===== src/rtl/rfr_pkg.sv =====
// Package: shared types, constants and the CRC16 byte update for the frame receiver.
`timescale 1ns / 1ps
`default_nettype none

package rfr_pkg;

   localparam int unsigned MAX_PAYLOAD    = 32;
   localparam int unsigned FRAME_OVERHEAD = 8;
   localparam int unsigned HEADER_LEN     = 6;

   localparam logic [15:0] CRC_INIT = 16'hFFFF;
   localparam logic [15:0] CRC_POLY = 16'hA001;

   // Configuration register indexes
   localparam logic [1:0] CSR_START_A = 2'd0;
   localparam logic [1:0] CSR_START_B = 2'd1;
   localparam logic [1:0] CSR_START_C = 2'd2;
   localparam logic [1:0] CSR_START_D = 2'd3;

   localparam logic [7:0] START_A_RESET = 8'h7E;
   localparam logic [7:0] START_B_RESET = 8'hF6;
   localparam logic [7:0] START_C_RESET = 8'hF7;
   localparam logic [7:0] START_D_RESET = 8'h52;

   typedef enum logic [1:0] {
      RSP_PROGRESS = 2'd0,
      RSP_GOOD     = 2'd1,
      RSP_BAD_LEN  = 2'd2,
      RSP_CRC_BAD  = 2'd3
   } rsp_status_type;

   typedef enum logic [1:0] {
      PH_HUNT,
      PH_HEADER,
      PH_BODY
   } phase_type;

   typedef enum logic [1:0] {
      OUT_EMPTY,
      OUT_STATUS,
      OUT_RUN
   } out_state_type;

   typedef struct packed {
      logic           clear;
      logic           load_start;
      logic           hdr_byte;
      logic           info_byte;
      logic           low_byte;
      logic           out_status;
      logic           out_run_first;
      logic           out_run_next;
      rsp_status_type status_code;
   } dp_cmd_type;

   typedef struct packed {
      logic start_hit;
      logic header_full;
      logic len_bad;
      logic info_byte;
      logic low_byte;
      logic crc_ok;
      logic rsp_last;
   } dp_status_type;

   // Reflected CRC16, one byte: eight shift steps
   function automatic logic [15:0] crc16_update(input logic [15:0] crc,
                                                input logic [7:0]  data);
      logic [15:0] c;
      c = crc ^ {8'h00, data};
      for (int i = 0; i < 8; i++) begin
         if (c[0]) begin
            c = (c >> 1) ^ CRC_POLY;
         end else begin
            c = c >> 1;
         end
      end
      return c;
   endfunction

endpackage

`default_nettype wire


===== src/rtl/rs485_frame_receiver_core.sv =====
// Top level: byte-serial frame receiver with start-byte hunt and Modbus CRC16 check.
`timescale 1ns / 1ps
`default_nettype none

// Channel  Direction  Handshake              Beat carries
// req      in         req_valid / req_ready  one received line byte
// rsp      out        rsp_valid / rsp_ready  status, header, one info byte, crc, last
// csr      in         csr_valid / csr_ready  start byte register index and value
//
// Each accepted byte is parsed and its CRC folded in the same cycle; its result
// sits in the output register on the next cycle. A new byte is taken while the
// final beat of the previous result is being taken, so bytes flow at one per
// cycle when rsp_ready stays high. A good frame holds off input until the last
// beat of its run, one per info byte, has been taken from the info store.
// Reset (synchronous) restores the default start bytes and returns to hunting.
// A stalled result holds all its fields; csr writes are always taken.

module rs485_frame_receiver_core (
   input  wire logic        clock,
   input  wire logic        reset,
   input  wire logic        req_valid,
   output logic             req_ready,
   input  wire logic [7:0]  req_rx_byte,
   output logic             rsp_valid,
   input  wire logic        rsp_ready,
   output logic [1:0]       rsp_status,
   output logic [7:0]       rsp_frame_start,
   output logic [7:0]       rsp_dest_addr,
   output logic [7:0]       rsp_src_addr,
   output logic [7:0]       rsp_command,
   output logic [7:0]       rsp_sub_command,
   output logic [5:0]       rsp_payload_len,
   output logic [7:0]       rsp_payload_byte,
   output logic [4:0]       rsp_payload_pos,
   output logic [15:0]      rsp_crc_value,
   output logic             rsp_last,
   input  wire logic        csr_valid,
   output logic             csr_ready,
   input  wire logic [1:0]  csr_index,
   input  wire logic [7:0]  csr_data
);

   rfr_pkg::dp_cmd_type    cmd;
   rfr_pkg::dp_status_type status;

   // Start byte registers accept a write on any cycle
   assign csr_ready = 1'b1;

   rfr_controller u_controller (
      .clock     (clock),
      .reset     (reset),
      .req_valid (req_valid),
      .req_ready (req_ready),
      .rsp_valid (rsp_valid),
      .rsp_ready (rsp_ready),
      .status    (status),
      .cmd       (cmd)
   );

   rfr_datapath u_datapath (
      .clock            (clock),
      .reset            (reset),
      .csr_write        (csr_valid && csr_ready),
      .csr_index        (csr_index),
      .csr_data         (csr_data),
      .rx_byte          (req_rx_byte),
      .cmd              (cmd),
      .status           (status),
      .rsp_status       (rsp_status),
      .rsp_frame_start  (rsp_frame_start),
      .rsp_dest_addr    (rsp_dest_addr),
      .rsp_src_addr     (rsp_src_addr),
      .rsp_command      (rsp_command),
      .rsp_sub_command  (rsp_sub_command),
      .rsp_payload_len  (rsp_payload_len),
      .rsp_payload_byte (rsp_payload_byte),
      .rsp_payload_pos  (rsp_payload_pos),
      .rsp_crc_value    (rsp_crc_value),
      .rsp_last         (rsp_last)
   );

endmodule

`default_nettype wire


===== src/rtl/rfr_datapath.sv =====
// Datapath: start byte registers, header and info stores, CRC and result registers.
`timescale 1ns / 1ps
`default_nettype none

module rfr_datapath (
   input  wire logic                  clock,
   input  wire logic                  reset,
   input  wire logic                  csr_write,
   input  wire logic [1:0]            csr_index,
   input  wire logic [7:0]            csr_data,
   input  wire logic [7:0]            rx_byte,
   input  wire rfr_pkg::dp_cmd_type   cmd,
   output rfr_pkg::dp_status_type     status,
   output logic [1:0]                 rsp_status,
   output logic [7:0]                 rsp_frame_start,
   output logic [7:0]                 rsp_dest_addr,
   output logic [7:0]                 rsp_src_addr,
   output logic [7:0]                 rsp_command,
   output logic [7:0]                 rsp_sub_command,
   output logic [5:0]                 rsp_payload_len,
   output logic [7:0]                 rsp_payload_byte,
   output logic [4:0]                 rsp_payload_pos,
   output logic [15:0]                rsp_crc_value,
   output logic                       rsp_last
);

   logic [7:0]  start_a_ff, start_b_ff, start_c_ff, start_d_ff;
   logic [5:0]  count_ff, count_in;
   logic [5:0]  total_ff, total_in;
   logic [15:0] crc_ff, crc_in;
   logic [7:0]  low_ff, low_in;
   logic [7:0]  header_ff [rfr_pkg::HEADER_LEN];
   logic [7:0]  store_ff [rfr_pkg::MAX_PAYLOAD];
   logic [5:0]  run_idx_ff;

   logic [1:0]  status_ff;
   logic [7:0]  start_out_ff, dest_ff, src_ff, command_ff, sub_ff;
   logic [5:0]  len_out_ff;
   logic [7:0]  byte_out_ff;
   logic [4:0]  pos_out_ff;
   logic [15:0] crc_out_ff;
   logic        last_ff;

   logic [5:0]  len6;
   logic [5:0]  info_pos;
   logic [5:0]  count_inc;
   logic [15:0] crc_byte;
   logic [15:0] rx_crc;

   assign len6      = header_ff[5][5:0];
   assign info_pos  = count_ff - 6'(rfr_pkg::HEADER_LEN);
   assign count_inc = count_ff + 6'd1;
   assign crc_byte  = rfr_pkg::crc16_update(crc_ff, rx_byte);
   assign rx_crc    = {rx_byte, low_ff};

   always_ff @(posedge clock) begin
      if (reset) begin
         start_a_ff <= rfr_pkg::START_A_RESET;
         start_b_ff <= rfr_pkg::START_B_RESET;
         start_c_ff <= rfr_pkg::START_C_RESET;
         start_d_ff <= rfr_pkg::START_D_RESET;
      end else if (csr_write) begin
         unique case (csr_index)
            rfr_pkg::CSR_START_A: start_a_ff <= csr_data;
            rfr_pkg::CSR_START_B: start_b_ff <= csr_data;
            rfr_pkg::CSR_START_C: start_c_ff <= csr_data;
            rfr_pkg::CSR_START_D: start_d_ff <= csr_data;
         endcase
      end
   end

   always_comb begin
      count_in = count_ff;
      total_in = total_ff;
      crc_in   = crc_ff;
      low_in   = low_ff;
      if (cmd.hdr_byte) begin
         count_in = count_inc;
         crc_in   = crc_byte;
         if (status.header_full) begin
            total_in = rx_byte[5:0] + 6'(rfr_pkg::FRAME_OVERHEAD);
         end
      end
      if (cmd.info_byte) begin
         count_in = count_inc;
         crc_in   = crc_byte;
      end
      if (cmd.low_byte) begin
         count_in = count_inc;
         low_in   = rx_byte;
      end
      if (cmd.clear) begin
         count_in = '0;
         total_in = '0;
         crc_in   = rfr_pkg::CRC_INIT;
         low_in   = '0;
      end
      if (cmd.load_start) begin
         count_in = 6'd1;
         crc_in   = rfr_pkg::crc16_update(rfr_pkg::CRC_INIT, rx_byte);
      end
   end

   always_ff @(posedge clock) begin
      if (reset) begin
         count_ff <= '0;
         total_ff <= '0;
         crc_ff   <= rfr_pkg::CRC_INIT;
         low_ff   <= '0;
      end else begin
         count_ff <= count_in;
         total_ff <= total_in;
         crc_ff   <= crc_in;
         low_ff   <= low_in;
      end
   end

   always_ff @(posedge clock) begin
      if (cmd.load_start) begin
         header_ff[0] <= rx_byte;
      end else if (cmd.hdr_byte) begin
         header_ff[count_ff[2:0]] <= rx_byte;
      end
      if (cmd.info_byte) begin
         store_ff[info_pos[4:0]] <= rx_byte;
      end
   end

   always_comb begin
      status.start_hit   = (rx_byte == start_a_ff) || (rx_byte == start_b_ff) ||
                           (rx_byte == start_c_ff) || (rx_byte == start_d_ff);
      status.header_full = (count_ff == 6'(rfr_pkg::HEADER_LEN - 1));
      status.len_bad     = (rx_byte > 8'(rfr_pkg::MAX_PAYLOAD));
      status.info_byte   = (count_ff < 6'(rfr_pkg::HEADER_LEN) + len6);
      status.low_byte    = (count_inc < total_ff);
      status.crc_ok      = (rx_crc == crc_ff);
      status.rsp_last    = last_ff;
   end

   // Result register: set by a status or first run beat, stepped by later run beats
   always_ff @(posedge clock) begin
      if (cmd.out_status) begin
         status_ff    <= cmd.status_code;
         start_out_ff <= '0;
         dest_ff      <= '0;
         src_ff       <= '0;
         command_ff   <= '0;
         sub_ff       <= '0;
         len_out_ff   <= '0;
         byte_out_ff  <= '0;
         pos_out_ff   <= '0;
         crc_out_ff   <= '0;
         last_ff      <= 1'b1;
      end else if (cmd.out_run_first) begin
         status_ff    <= rfr_pkg::RSP_GOOD;
         start_out_ff <= header_ff[0];
         dest_ff      <= header_ff[1];
         src_ff       <= header_ff[2];
         command_ff   <= header_ff[3];
         sub_ff       <= header_ff[4];
         len_out_ff   <= len6;
         byte_out_ff  <= (len6 != '0) ? store_ff[0] : 8'h00;
         pos_out_ff   <= '0;
         crc_out_ff   <= rx_crc;
         last_ff      <= (len6 <= 6'd1);
         run_idx_ff   <= 6'd1;
      end else if (cmd.out_run_next) begin
         byte_out_ff  <= store_ff[run_idx_ff[4:0]];
         pos_out_ff   <= run_idx_ff[4:0];
         last_ff      <= (run_idx_ff + 6'd1 == len_out_ff);
         run_idx_ff   <= run_idx_ff + 6'd1;
      end
   end

   assign rsp_status       = status_ff;
   assign rsp_frame_start  = start_out_ff;
   assign rsp_dest_addr    = dest_ff;
   assign rsp_src_addr     = src_ff;
   assign rsp_command      = command_ff;
   assign rsp_sub_command  = sub_ff;
   assign rsp_payload_len  = len_out_ff;
   assign rsp_payload_byte = byte_out_ff;
   assign rsp_payload_pos  = pos_out_ff;
   assign rsp_crc_value    = crc_out_ff;
   assign rsp_last         = last_ff;

endmodule

`default_nettype wire


===== src/rtl/rfr_controller.sv =====
// Controller: parse phase state machine and result handshake sequencing.
`timescale 1ns / 1ps
`default_nettype none

module rfr_controller (
   input  wire logic                   clock,
   input  wire logic                   reset,
   input  wire logic                   req_valid,
   output logic                        req_ready,
   output logic                        rsp_valid,
   input  wire logic                   rsp_ready,
   input  wire rfr_pkg::dp_status_type status,
   output rfr_pkg::dp_cmd_type         cmd
);

   rfr_pkg::phase_type     phase_ff, phase_in;
   rfr_pkg::out_state_type out_ff, out_in;
   logic                   take;
   logic                   drain;

   always_ff @(posedge clock) begin
      if (reset) begin
         phase_ff <= rfr_pkg::PH_HUNT;
         out_ff   <= rfr_pkg::OUT_EMPTY;
      end else begin
         phase_ff <= phase_in;
         out_ff   <= out_in;
      end
   end

   always_comb begin
      rsp_valid = (out_ff != rfr_pkg::OUT_EMPTY);
      drain     = rsp_valid && rsp_ready;
      req_ready = !rsp_valid || (rsp_ready && status.rsp_last);
      take      = req_valid && req_ready;

      cmd             = '0;
      cmd.status_code = rfr_pkg::RSP_PROGRESS;
      phase_in        = phase_ff;
      out_in          = out_ff;

      if (drain) begin
         if (status.rsp_last) begin
            out_in = rfr_pkg::OUT_EMPTY;
         end else begin
            cmd.out_run_next = 1'b1;
         end
      end

      if (take) begin
         out_in         = rfr_pkg::OUT_STATUS;
         cmd.out_status = 1'b1;
         unique case (phase_ff)
            rfr_pkg::PH_HEADER: begin
               cmd.hdr_byte = 1'b1;
               if (status.header_full) begin
                  if (status.len_bad) begin
                     cmd.clear       = 1'b1;
                     cmd.status_code = rfr_pkg::RSP_BAD_LEN;
                     phase_in        = rfr_pkg::PH_HUNT;
                  end else begin
                     phase_in = rfr_pkg::PH_BODY;
                  end
               end
            end
            rfr_pkg::PH_BODY: begin
               priority if (status.info_byte) begin
                  cmd.info_byte = 1'b1;
               end else if (status.low_byte) begin
                  cmd.low_byte = 1'b1;
               end else if (status.crc_ok) begin
                  cmd.clear         = 1'b1;
                  cmd.out_status    = 1'b0;
                  cmd.out_run_first = 1'b1;
                  out_in            = rfr_pkg::OUT_RUN;
                  phase_in          = rfr_pkg::PH_HUNT;
               end else begin
                  cmd.clear       = 1'b1;
                  cmd.status_code = rfr_pkg::RSP_CRC_BAD;
                  phase_in        = rfr_pkg::PH_HUNT;
               end
            end
            default: begin
               // hunting: restart the parser on every byte, arm on a start byte
               cmd.clear = 1'b1;
               phase_in  = rfr_pkg::PH_HUNT;
               if (status.start_hit) begin
                  cmd.load_start = 1'b1;
                  phase_in       = rfr_pkg::PH_HEADER;
               end
            end
         endcase
      end
   end

endmodule

`default_nettype wire


===== config.mk =====
export PLATFORM = sky130hd
export DESIGN_NAME = rs485_frame_receiver_core
export DESIGN_NICKNAME = d
export VERILOG_FILES = /design/src/rtl/rfr_pkg.sv /design/src/rtl/rs485_frame_receiver_core.sv /design/src/rtl/rfr_datapath.sv /design/src/rtl/rfr_controller.sv
export SDC_FILE = /design/constraint.sdc
export NUM_CORES = 1
export LEC_CHECK = 0
export BUFFER_PORTS_ARGS = -buffer_cell sky130_fd_sc_hd__buf_2
export CAP_MARGIN = 10
export CORE_MARGIN = 10
export CORE_UTILIZATION = 40
export CTS_BUF_LIST = sky130_fd_sc_hd__clkbuf_4
export CTS_CLUSTER_DIAMETER = 150
export DETAILED_ROUTE_END_ITERATION = 6
export PLACE_DENSITY = 0.61
export SLEW_MARGIN = 5
export SYNTH_ARGS = -nofsm -noshare
export SYNTH_HDL_FRONTEND = slang
export SYNTH_SLANG_ARGS = --single-unit

===== constraint.sdc =====
create_clock -name clock -period 3.35 [get_ports clock]
set_input_delay 0.67 -clock clock [delete_from_list [all_inputs] [get_ports clock]]
set_output_delay 0.67 -clock clock [all_outputs]
set_load 0.02 [all_outputs]

# [Word-level counts from Yosys, hierarchy flattened]
# Memory sizes are Yosys's and may differ from the RTL's. A register that Yosys moved wholly into a read port is not among the register bits.
# Index checks and enable logic that the tools add are counted.
[word_totals] ff_bits=116 latch_bits=0 ram_bits=304 romBits=0 inputBits=23 out_inout_bits=81 n_memories=2
[memory_table] memory="u_datapath.store_ff" words=32 word_bits=8 rd=2 rd_ports_with_merged_regs=1 write_ports=1 line="rfr_datapath.sv:33" text="logic [7:0] store_ff [rfr_pkg::MAX_PAYLOAD];"
[memory_table] memory="u_datapath.header_ff" words=6 word_bits=8 rd=6 rd_ports_with_merged_regs=5 write_ports=1 line="rfr_datapath.sv:32" text="logic [7:0] header_ff [rfr_pkg::HEADER_LEN];"
[op_classes] n_addsub=5 multipliers=0 div_mod_pow=0 magnitude_cmp=4 n_eq_ne=15 shift=0 mux=89 n_bitwise=19 reduce_logical=31
[op_table] operator="$mux 16" n=27
[op_table] operator="$not 2->3" n=16
[op_table] operator="$mux 2" n=21
[op_table] operator="$eq 8x8->1" n=4
[op_table] operator="$mux 8" n=4
[op_table] operator="$mux 1" n=24
[op_table] operator="$mux 6" n=4
[op_table] operator="$eq 16x16->1" n=1
[op_table] operator="$not 8->16" n=1
[op_table] operator="$xor 16x8->16" n=1
[op_table] operator="$reduce_and 2->1" n=7
[op_table] operator="$add 6x1->6 const B" n=2
[op_table] operator="$lt 6x6->1" n=2
[op_table] operator="$mux 5" n=2
[op_table] operator="$reduce_bool 2->1" n=5
[op_table] operator="$gt 8x6->1 const B" n=1
[op_table] operator="$pmux 2 s2" n=2
[op_table] operator="$reduce_or 8->1" n=1
[op_table] operator="$mux 7" n=1
[op_table] operator="$add 3x6->6 const A" n=1
[op_table] operator="$add 6x4->6 const B" n=1
[op_table] operator="$eq 2x2->1 const B" n=3
[op_table] operator="$eq 6x3->1 const B" n=1
[op_table] operator="$eq 6x6->1" n=1
[op_table] operator="other kinds (19)" n=30

# [Depth between registers and ports, before layout]
# Gate-level depths: netlist of run 1.
[depth] word_depth=29 ltp_mapped=14 ltp_nobuf=12

# [Hierarchy]
# From an unflattened synthesis of run 1, not the netlist that was laid out.
[hier_totals] cells_unflattened=1319 hier_area_um2=18960.7
[by_module_without_submodules] mod="rfr_datapath" instances=1 cells_each=1266 area_per_inst_um2=18604.1
[by_module_without_submodules] mod="rfr_controller" instances=1 cells_each=51 area_per_inst_um2=345.3
[by_module_without_submodules] mod="rs485_frame_receiver_core" instances=1 cells_each=2 area_per_inst_um2=11.3

# [Worst setup path after synthesis of run 1]
# No wires, ideal clock.
[synth_timing] path_kind="input to register" from="input rsp_ready" to="memory u_datapath.header_ff[1][0] (enable)" arrival_ns=2.682 required_time_ns=2.952 slack_ns=0.270 stages=6 path_buffers=1 path_cell_list="o2bb2ai_1 -> nand2_1 -> inv_2 -> buf_1 -> nand2_1 -> nor4b_1"
[synth_via] elab_chain_len=9 word_cells_on_any_way=12 cone_classes="mux: 8; reduce/logical: 4"
[synth_lines] element="start, declared" line="rs485_frame_receiver_core.sv:25" text="input wire logic rsp_ready,"
[synth_lines] element="$logic_and 1x1->1 (*)" line="rfr_controller.sv:34" text="req_ready = !rsp_valid || (rsp_ready && status.rsp_last);"
[synth_lines] element="$logic_or 1x1->1 (*)" line="rfr_controller.sv:34"
[synth_lines] element="$logic_and 1x1->1 (*)" line="rfr_controller.sv:35" text="take = req_valid && req_ready;"
[synth_lines] element="$mux 7 (*)" line="rfr_controller.sv:50" text="if (take) begin"
[synth_lines] element="$mux 1" line="rfr_datapath.sv:121" text="end else if (cmd.hdr_byte) begin"
[synth_lines] element="$mux 1" line="rfr_datapath.sv:119" text="if (cmd.load_start) begin"
[synth_lines] element="$mux 1 (not written as such)" line="rfr_datapath.sv:122" text="header_ff[count_ff[2:0]] <= rx_byte;"
[synth_lines] element="$reduce_or 8->1 (no line)"
[synth_lines] element="$mux 3 (no line) / $mux 1 (equally long branches)"
[synth_lines] element="end, declared" line="rfr_datapath.sv:32"
# Every way passes the cells marked *; elsewhere a longest branch is shown, timed or not.

==> results of run 1 <==
==> cells by family after synthesis <==
kind of cell | count (synthesis) | share of synthesized area
AOI/OAI and AO/OA | 170 | 0.0675
DFF | 463 | 0.659
xor gates and xnor gates | 103 | 0.0495
buffers and inverters | 93 | 0.0242
and+or+nand+nor | 288 | 0.0734
muxes | 106 | 0.110
other | 1 | 0.000200
adders and majority gates | 25 | 0.0167
==> metrics by stage <==
step	setup slack (ns)	util	total power, mW	hold slack [ns]
2_1_floorplan	0.270	-	6.50	0.436
3_5_place_dp	0.204	0.442	6.71	0.442
5_1_grt	0.00961	0.472	11.5	0.0594
6_report	0.279	0.472	11.0	0.131
3_3_place_gp	0.267	0.442	6.71	0.439
4_1_cts	0.185	0.472	11.2	0.0255
==> worst max-delay path by stage <==
stage / start / to / slack, ns / depth (start not counted)
2_1_floorplan: rsp_ready / u_datapath.header_ff[1][0] / 0.27 / 6
3_3_place_gp: u_datapath.header_ff[5][1] / u_datapath.total_ff[5] / 0.27 / 12
3_5_place_dp: u_datapath.header_ff[5][1] / u_datapath.total_ff[5] / 0.20 / 12
4_1_cts: u_datapath.header_ff[5][1] / u_datapath.total_ff[5] / 0.18 / 12
5_1_grt: u_datapath.header_ff[5][1] / u_datapath.total_ff[5] / 0.01 / 12
6_report: u_datapath.header_ff[5][1] / u_datapath.total_ff[5] / 0.28 / 12
==> Yosys cell counts, types with 22 or more instances <==
library cell	count	area, sq um
nor2_1	92	345
xnor2_1	31	272
inv_1	22	82.6
a21oi_1	37	185
edfxtp_1	310	9310
nand3_1	24	120
mux4_2	80	1800
dfxtp_1	153	3060
clkbuf_1	23	86.3
mux2i_1	26	260
ha_1	25	313
xor2_1	70	613
a22o_1	62	543
nand2_1	91	342
==> metal layers <==
layer	track usage	wire (um)	vias to the layer above
met5	0	0	-
met4	0.0764	1480	0
met3	0.0405	3200	83
met2	0.257	22200	435
met1	0.225	20900	5793
li1	-	-	5298
==> area by class of cell <==
cell class | count | share of cell area
antenna | 3 | 0.000342
clock buffer | 163 | 0.0558
clock inverter | 40 | 0.00748
inverter | 23 | 0.00394
multi-input combinational | 693 | 0.272
sequential | 463 | 0.565
tap | 607 | 0.0346
timing repair buffer | 200 | 0.0608
==> power by group through the flow <==
stage          combinational, mW  clock [mW]  sequential [mW]
2_1_floorplan              0.245           0             6.26
3_3_place_gp               0.442           0             6.27
3_5_place_dp               0.446           0             6.27
4_1_cts                    0.447        4.57             6.14
5_1_grt                    0.487        4.85             6.14
6_report                   0.447        4.43             6.14
==> registers in the layout, indices dropped and copies added (netlist names), 6 cells and up, named ones only <==
name and count:
u_datapath.rsp_payload_byte 8, u_datapath.start_d_ff 8, u_datapath.crc_ff 16, u_datapath.header_ff 46
u_datapath.start_b_ff 8, rsp_sub_command 8, u_datapath.store_ff 256, u_datapath.rsp_crc_value 16
u_datapath.start_a_ff 8, u_datapath.run_idx_ff 6, u_datapath.low_ff 8, rsp_command 8
rsp_frame_start 8, u_datapath.rsp_payload_len 6, u_datapath.total_ff 6, u_datapath.count_ff 6
u_datapath.start_c_ff 8, rsp_src_addr 8, rsp_dest_addr 8
==> critical path, stage by stage, from the launching register on <==
cell      delay [ns]
edfxtp_1        0.42
inv_1           0.06
ha_1            0.22
nor2_1          0.13
xnor2_1         0.14
ha_1            0.26
and2_1          0.15
a221oi_1        0.30
o21ai_2         0.12
buf_4           0.18
a41o_4          0.32
or2_2           0.46
a211oi_1        0.21
==> results.json, run 1 <==
{
  "synth_edf_count": 310,
  "die_h_um": 237,
  "intPower_mw": 8.50,
  "wl_per_cell_um": 21.8,
  "hold_path.class": "input pin to register",
  "reg2reg_depth": 12,
  "dpl_cell_area_sq_um": 20500,
  "grt_overflow": 0,
  "fp-row-count": 79,
  "htreeDepth": 3,
  "finalHoldViolations": 0,
  "p_sw_mw": 2.51,
  "crit_fanout": 17,
  "clockBufferDepth": 3,
  "num_vias": 11600,
  "ys.flop_type": "edfxtp_1",
  "dp_hpwl_um": 32300,
  "rsz0062_at_grt": "false",
  "multi_input_comb_area_sq_um": 5970,
  "routed_wl_um": 47800,
  "status": "finished, final reports clean",
  "clock-root-buffer": "clkbuf_4",
  "postCtsSetupRepairBufs": 0,
  "synth_seq_cells": 463,
  "worstSkewPairLatency_ns": 0.81,
  "critPathCaptureType": "register",
  "synthArstFlopShare": 0,
  "post-place-cells": 1986,
  "max_freq_mhz": 326,
  "regToRegStartpoint": "u_datapath.header_ff[5][1]",
  "post_cts_resized": 0,
  "syn_to_final_growth_pct": 16.7,
  "cp-start-kind": "register",
  "die_area_sq_um": 56000,
  "worstPathArrival_ns": 3.78,
  "grt_usage": 0.169,
  "pwr-share-comb": 0.041,
  "swShare": 0.228,
  "numCtsBuffers": 115,
  "port_buffers": 102,
  "drv_slew": 0,
  "nFillCells": 4087,
  "final_cell_mix": "310 x edfxtp_1, 163 x clkbuf_4, 150 x dfxtp_1, 102 x buf_2, 92 x nor2_1",
  "sequentialPowerShare": 0.558,
  "io_pins": 104,
  "irDropWorstVdd_v": 0.000247,
  "drive_above_1_share": 0.300,
  "syn_area_sq_um": 18800,
  "avgViaCountPerCell": 5.30,
  "grt_pass1_vias": 11600,
  "fin_nets": 1544,
  "tightest_slew_ns": 1.04,
  "dr.pass1.iters": 5,
  "die-width_um": 237,
  "slew_headroom": 0.302,
  "seq_area_sq_um": 12400,
  "yosysWarnings": 0,
  "remaining_drc_errors": 0,
  "period_minus_slack_ns": 3.07,
  "netlist-cell-type-count": 65,
  "tns_ns": 0,
  "clock_sinks": 463,
  "r2r_slack_ns": 0.28,
  "r2r_end": "u_datapath.total_ff[5]",
  "grt_first_pass_wirelength_um": 72500,
  "grt_max_degree": 66,
  "cts_hold_buffers": 0,
  "setup_viol": 0,
  "grt_antenna_before_repair": 6,
  "syn_inst": 1249,
  "drtAntennaViolNets": 0,
  "drt_iter0_drc": 1000,
  "place_congestion": 0.866,
  "cts_tree": "yes",
  "design_area_sq_um": 21900,
  "crit_type": "register to register",
  "min_from": "csr_data[4]",
  "synth_nets": 1297,
  "avgSynthCellArea_sq_um": 15.0,
  "ys_seq_area_frac": 0.659,
  "holdPathEnd": "u_datapath.start_a_ff[4]",
  "cap_violations": 0,
  "power_density_nw_per_um2": 502,
  "core_sq_um": 46500,
  "initial_utilization": 0.404,
  "p_leak_nw": 8.02,
  "clock_skew_ns": 0.0487,
  "p_clk_frac": 0.402,
  "final_common_cell": "edfxtp_1",
  "worstPathRequired_ns": 4.06,
  "holdPathStages": 2,
  "finalNonFillerCells": 2192,
  "clkTransAtPathRegs_ns": 0.06,
  "final.period_utilization": 0.917
}
Note: power is estimated with default switching activity, not from simulation.
==> run 2: changes to the inputs <==
CTS_BUF_LIST = sky130_fd_sc_hd__clkbuf_4 sky130_fd_sc_hd__clkbuf_8 sky130_fd_sc_hd__clkbuf_16   (was sky130_fd_sc_hd__clkbuf_4)
SYNTH_HIERARCHICAL = 1   (was not set)
==> results.json, run 2 <==
{
  "status": "finished, final reports clean",
  "syn_inst": 1319,
  "clock_sinks": 463,
  "synth_top_area_frac": 0.491,
  "final_cell_mix": "310 x edfxtp_1, 149 x dfxtp_1, 139 x nor2_1, 120 x nand2_1, 103 x buf_4",
  "diodes": 0,
  "design_area_sq_um": 22600,
  "worstPathArrival_ns": 3.60,
  "avgViaCountPerCell": 5.20,
  "p_leak_nw": 8.10,
  "num_vias": 11200,
  "holdPathEnd": "u_datapath/start_b_ff[4]",
  "clockBufferDepth": 3,
  "syn_to_final_growth_pct": 19.2,
  "grt_usage": 0.162,
  "numCtsBuffers": 48,
  "io_pins": 104,
  "nFillCells": 3971,
  "cap_violations": 0,
  "syn_area_sq_um": 19000,
  "grt_antenna_before_repair": 0,
  "yosys-top-cells-count": "310 x edfxtp_1, 153 x dfxtp_1, 142 x nor2_1, 124 x nand2_1, 91 x mux2i_1",
  "drive_above_1_share": 0.268,
  "regToRegStartpoint": "u_datapath/header_ff[5][1]",
  "yosysMostFrequentCell": "edfxtp_1",
  "finalNonFillerCells": 2158,
  "final.period_utilization": 0.936,
  "ys_seq_area_frac": 0.653,
  "max_freq_mhz": 319,
  "final_common_cell": "edfxtp_1",
  "crit_type": "register to register",
  "grt_first_pass_wirelength_um": 70400,
  "largest_register_ffs": 256,
  "p_total_mw": 12.1,
  "die-width_um": 238,
  "grt_overflow": 0,
  "synth_nets": 1367,
  "dp_hpwl_um": 31600,
  "worstPathRequired_ns": 3.81,
  "crit_fanout": 6,
  "period_minus_slack_ns": 3.14,
  "netlist-cell-type-count": 57,
  "finalHoldViolations": 0,
  "core_sq_um": 46800,
  "drv_slew": 0,
  "die_area_sq_um": 56500,
  "hold_path.class": "input pin to register",
  "fin_nets": 1560,
  "fp-row-count": 79,
  "remaining_drc_errors": 0,
  "initial_utilization": 0.406,
  "dr.pass1.iters": 5,
  "drtAntennaViolNets": 0,
  "place_congestion": 0.851,
  "min_from": "csr_data[4]",
  "cts_tree": "yes",
  "clkTransAtPathRegs_ns": 0.06,
  "reg2reg_depth": 13,
  "worstSkewPairLatency_ns": 0.59,
  "slew_headroom": 0.462,
  "post-place-cells": 2066,
  "routed_wl_um": 46400,
  "critPathCaptureType": "register",
  "die_h_um": 238,
  "cp-start-kind": "register",
  "htreeDepth": 2,
  "wl_per_cell_um": 21.5,
  "synth_seq_cells": 463,
  "holdWs_ns": 0.366,
  "ys.flop_type": "edfxtp_1",
  "port_buffers": 102,
  "grt_max_degree": 65,
  "r2r_slack_ns": 0.21,
  "synth_top_area_cell": "edfxtp_1",
  "irDropWorstVdd_v": 0.000303,
  "synthTopCellsByArea": "edfxtp_1 49%, dfxtp_1 16%, mux4_2 9.5%",
  "grt_pass1_vias": 11300,
  "power_density_nw_per_um2": 537,
  "cts_hold_buffers": 0,
  "tightest_slew_ns": 0.806,
  "avgSynthCellArea_sq_um": 14.4,
  "synth_edf_count": 310,
  "synthArstFlopShare": 0,
  "r2r_end": "u_datapath/crc_ff[8]",
  "setup_viol": 0,
  "clock_skew_ns": 0.0277,
  "drt_iter0_drc": 1055,
  "dpl_cell_area_sq_um": 20900,
  "clock-root-buffer": "clkbuf_16",
  "holdPathStages": 3,
  "yosysWarnings": 6
}
## run 2: cell types whose count changed in the layout (fill, tap and decap cells not counted), moves of 17 or more
cell	previous run	this run
a22o_1	62	1
clkbuf_16	0	50
clkbuf_4	163	10
clkinv_1	28	7
mux2i_1	26	91
nand2_1	90	120
nand3b_1	18	1
nor2_1	92	139
xnor2_1	31	60
xor2_1	70	31
## run 2: power breakdown
| group | switching [mW] | leakage, nW | internal [mW] | total, mW |
|---|---|---|---|---|
| logic | 0.307 | 3.25 | 0.184 | 0.490 |
| registers | 0.0232 | 4.03 | 6.11 | 6.13 |
| clock network | 2.21 | 0.825 | 3.31 | 5.52 |
| total | 2.54 | 8.10 | 9.60 | 12.1 |
## run 2: logic make-up (layout without fill, tap and decap cells)
| group | Yosys count | count (layout) | synth area share |
|---|---|---|---|
| fa+ha+maj | 25 | 25 | 0.0165 |
| mux | 173 | 173 | 0.144 |
| other cells | 1 | 1 | 0.000198 |
| simple gates | 358 | 358 | 0.0810 |
| buf+inv | 103 | 335 | 0.0222 |
| flops | 463 | 463 | 0.653 |
| compound gates | 94 | 94 | 0.0308 |
| xor+xnor | 102 | 102 | 0.0525 |
## run 2: through the flow
| step | setup slack [ns] | TNS [ns] | util |
|---|---|---|---|
| 2_1_floorplan | -0.149 | -7.11 | - |
| 3_3_place_gp | 0.0212 | 0 | 0.446 |
| 3_5_place_dp | 0.0261 | 0 | 0.446 |
| 4_1_cts | -0.00390 | -0.0221 | 0.481 |
| 5_1_grt | -0.0000471 | -0.0000471 | 0.484 |
| 6_report | 0.213 | 0 | 0.484 |
## run 2: what timing repair did
item                                    in CTS  in global routing
pin swaps                                    0                  1
endpoints found under the setup margin       7                362
cloned                                       0                  1
gates resized for setup                      0                 23
setup buffers                                0                  2
## run 2: cell type report
type / count / area, sq um / share of cell area
Multi-Input combinational cell: 753 / 6240 / 0.276
Inverter: 31 / 119 / 0.00526
Timing Repair Buffer: 215 / 1460 / 0.0645
Tap cell: 607 / 759 / 0.0336
Clock buffer: 61 / 1340 / 0.0593
Sequential cell: 463 / 12400 / 0.548
Clock inverter: 28 / 310 / 0.0137
## run 2: how the worst max path moves through the flow
stage | start | cells past startpoint | endpoint
after CTS | u_datapath/header_ff[5][1] | 12 | u_datapath/store_ff[24][3]
after detailed placement | req_rx_byte[7] | 14 | u_datapath/header_ff[3][0]
final | u_datapath/header_ff[5][1] | 13 | u_datapath/crc_ff[8]
after global routing | u_datapath/header_ff[5][1] | 13 | u_datapath/crc_ff[8]
after floorplan | u_datapath/count_ff[0] | 18 | u_datapath/rsp_crc_value[10]
after global placement | req_rx_byte[7] | 14 | u_datapath/header_ff[3][7]
## run 2: critical path, stage by stage, from the launching register on
cell	delay, ns
edfxtp_1	0.41
inv_1	0.07
ha_1	0.29
ha_1	0.28
a21o_1	0.16
a21o_1	0.17
a21o_1	0.16
a21oi_1	0.22
nand2_1	0.14
nor2_4	0.20
or2_2	0.21
nor3_2	0.06
clkdlybuf4s15_2	0.27
a221o_1	0.36
## run 2: per-layer routing
metal | wire [um] | GRT usage | part of all wire | vias up
li1 | - | - | - | 5217
met1 | 20500 | 0.218 | 0.44 | 5624
met2 | 22300 | 0.265 | 0.48 | 324
met3 | 2660 | 0.0322 | 0.057 | 58
met4 | 891 | 0.0425 | 0.019 | 0
met5 | 0 | 0 | 0 | -
==> run 3: changes to the inputs <==
CTS_BUF_LIST = not set   (was sky130_fd_sc_hd__clkbuf_4 sky130_fd_sc_hd__clkbuf_8 sky130_fd_sc_hd__clkbuf_16)
GPL_TIMING_DRIVEN = 0   (was not set)
MAX_ROUTING_LAYER = met4   (was not set)
==> results.json, run 3 (synthesized netlist as in run 2, its figures left out) <==
{
  "drtAntennaViolNets": 0,
  "initial_utilization": 0.406,
  "grt_max_degree": 50,
  "power_density_nw_per_um2": 524,
  "fin_nets": 1542,
  "syn_to_final_growth_pct": 19.9,
  "crit_type": "register to register",
  "die-width_um": 238,
  "wl_met1_um": 20600,
  "status": "finished, final reports clean",
  "die_area_sq_um": 56500,
  "largest_register_ffs": 256,
  "drt_iter0_drc": 917,
  "drv_slew": 0,
  "cp_slowest_cell": "dfxtp_4",
  "dr.pass1.iters": 7,
  "clkTransAtPathRegs_ns": 0.06,
  "place_ws_ns": -2.22,
  "grt_antenna_before_repair": 0,
  "diodes": 0,
  "avgViaCountPerCell": 5.26,
  "clockBufferDepth": 3,
  "io_pins": 104,
  "intPower_mw": 9.46,
  "path_buf_inv": 5,
  "met2WireLength_um": 22300,
  "die_h_um": 238,
  "remaining_drc_errors": 0,
  "p_clk_frac": 0.444,
  "finalNonFillerCells": 2139,
  "tightest_slew_ns": 1.21,
  "irDropWorstVdd_v": 0.000355,
  "nFillCells": 4022,
  "topRoutingLayerUsed": "met4",
  "critPathCaptureType": "register",
  "period_minus_slack_ns": 3.21,
  "final_common_cell": "edfxtp_1",
  "worstSkewPairLatency_ns": 0.58,
  "cts_tree": "yes",
  "num_vias": 11200,
  "post-place-cells": 2030,
  "worstPathRequired_ns": 3.80,
  "slew_headroom": 0.190,
  "max_freq_mhz": 311,
  "final.period_utilization": 0.959,
  "rsz0062_at_grt": "true",
  "cp-start-kind": "register",
  "holdWs_ns": 0.338,
  "cp_top_family": "compound AO/OA/AOI/OAI gates",
  "seq_area_sq_um": 12400,
  "core_sq_um": 46800,
  "cap_violations": 0,
  "clock_skew_ns": 0.0240,
  "drive_above_1_share": 0.263,
  "dpl_cell_area_sq_um": 20300,
  "fp-row-count": 79,
  "crit_fanout": 8,
  "dp_hpwl_um": 30300,
  "numCtsBuffers": 47,
  "p_leak_nw": 7.90,
  "routed_wl_um": 45600,
  "wl_per_cell_um": 21.3,
  "pwr-share-comb": 0.040,
  "tns_ns": 0,
  "grt_usage": 0.164,
  "p_sw_mw": 2.45,
  "clock_sinks": 463,
  "worstPathArrival_ns": 3.66,
  "setup_viol": 0,
  "grt_overflow": 0,
  "place_congestion": 0.820,
  "final_cell_mix": "310 x edfxtp_1, 151 x dfxtp_1, 117 x nand2_1, 107 x buf_2, 107 x nor2_1",
  "cts_hold_buffers": 0,
  "multi_input_comb_area_sq_um": 6640,
  "crit_chain": "clkinvlp_4 -> ha_4 -> ha_1 -> a21boi_2 -> o21a_1 -> o21a_1 -> o21ai_1 -> nand2b_1 -> a21oi_2 -> inv_1 -> nand2_2 -> or3_4 -> inv_6 -> clkbuf_16 -> clkinvlp_4 -> nor3_2 -> a311o_1 -> o21bai_1",
  "dr_wl_met3_um": 1910,
  "finalWorstSetupSlack_ns": 0.136,
  "design_area_sq_um": 22700,
  "slowest_delay_ns": 0.41,
  "swShare": 0.205,
  "sequentialPowerShare": 0.515,
  "finalHoldViolations": 0,
  "clock-root-buffer": "clkbuf_16",
  "port_buffers": 102,
  "grt_pass1_vias": 11200,
  "hold_path.class": "input pin to register",
  "grt_first_pass_wirelength_um": 69100,
  "htreeDepth": 2
}
## run 3: changes by cell type in the layout (fill, tap and decap cells not counted), moves of 6 or more
cell | before | now
buf_4 | 103 | 31
clkbuf_8 | 1 | 7
clkbuf_1 | 0 | 31
nor3_1 | 11 | 4
nor2_4 | 2 | 35
nor3_4 | 0 | 6
buf_6 | 2 | 10
nor2_1 | 139 | 107
clkbuf_2 | 0 | 7
clkbuf_4 | 10 | 2
## run 3: power by group through the flow
stage	registers [mW]	clock network, mW	logic [mW]
2_1_floorplan	6.26	0	0.270
3_3_place_gp	6.26	0	0.441
3_5_place_dp	6.26	0	0.449
4_1_cts	6.13	5.41	0.471
5_1_grt	6.13	5.62	0.521
6_report	6.14	5.29	0.478
## run 3: worst paths after layout
path	startpoint	end	slack [ns]	cells after the start
hold / removal	reset	u_controller/phase_ff[1]	0.34	2
setup reg to reg	u_datapath/count_ff[1]	u_datapath/rsp_last	0.14	18
setup / recovery	u_datapath/count_ff[1]	u_datapath/rsp_last	0.14	18
hold reg to reg	u_datapath/start_d_ff[0]	u_datapath/start_d_ff[0]	0.47	2
## run 3: timing repair
item | CTS | global route
gates cloned | 0 | 1
endpoints found under the setup margin | 436 | 167
gates resized for setup | 170 | 27
pin swaps | 2 | 13
setup buffers | 6 | 21
hold endpoints to repair | 0 | 0
## run 3: per-stage QoR
| stage | power, mW | util |
|---|---|---|
| after floorplan | 6.53 | - |
| after global placement | 6.70 | 0.433 |
| after detailed placement | 6.71 | 0.433 |
| after CTS | 12.0 | 0.481 |
| after global routing | 12.3 | 0.486 |
| final | 11.9 | 0.486 |
## run 3: worst register-to-register path, stage by stage, from the launching register on
cell and delay [ns]:
dfxtp_4 0.41, clkinvlp_4 0.14, ha_4 0.26, ha_1 0.26, a21boi_2 0.15, o21a_1 0.16
o21a_1 0.16, o21ai_1 0.12, nand2b_1 0.08, a21oi_2 0.22, inv_1 0.09, nand2_2 0.07
or3_4 0.14, inv_6 0.05, clkbuf_16 0.16, clkinvlp_4 0.12, nor3_2 0.06, a311o_1 0.28
o21bai_1 0.16
## run 3: cell type report
| type | instances | area share |
|---|---|---|
| plain buffers | 66 | 0.0198 |
| clock buffers | 59 | 0.0565 |
| clock inverters | 28 | 0.0123 |
| inverters | 31 | 0.00583 |
| multi-input cells | 753 | 0.292 |
| flip-flops and latches | 463 | 0.544 |
| well taps | 607 | 0.0334 |
| repair buffers | 132 | 0.0359 |
## run 3: routing by layer
metal  global-route usage  vias up
met2                0.261      243
met1                0.217     5728
met5                    -        -
met4               0.0398        0
li1                     -     5209
met3               0.0264       62
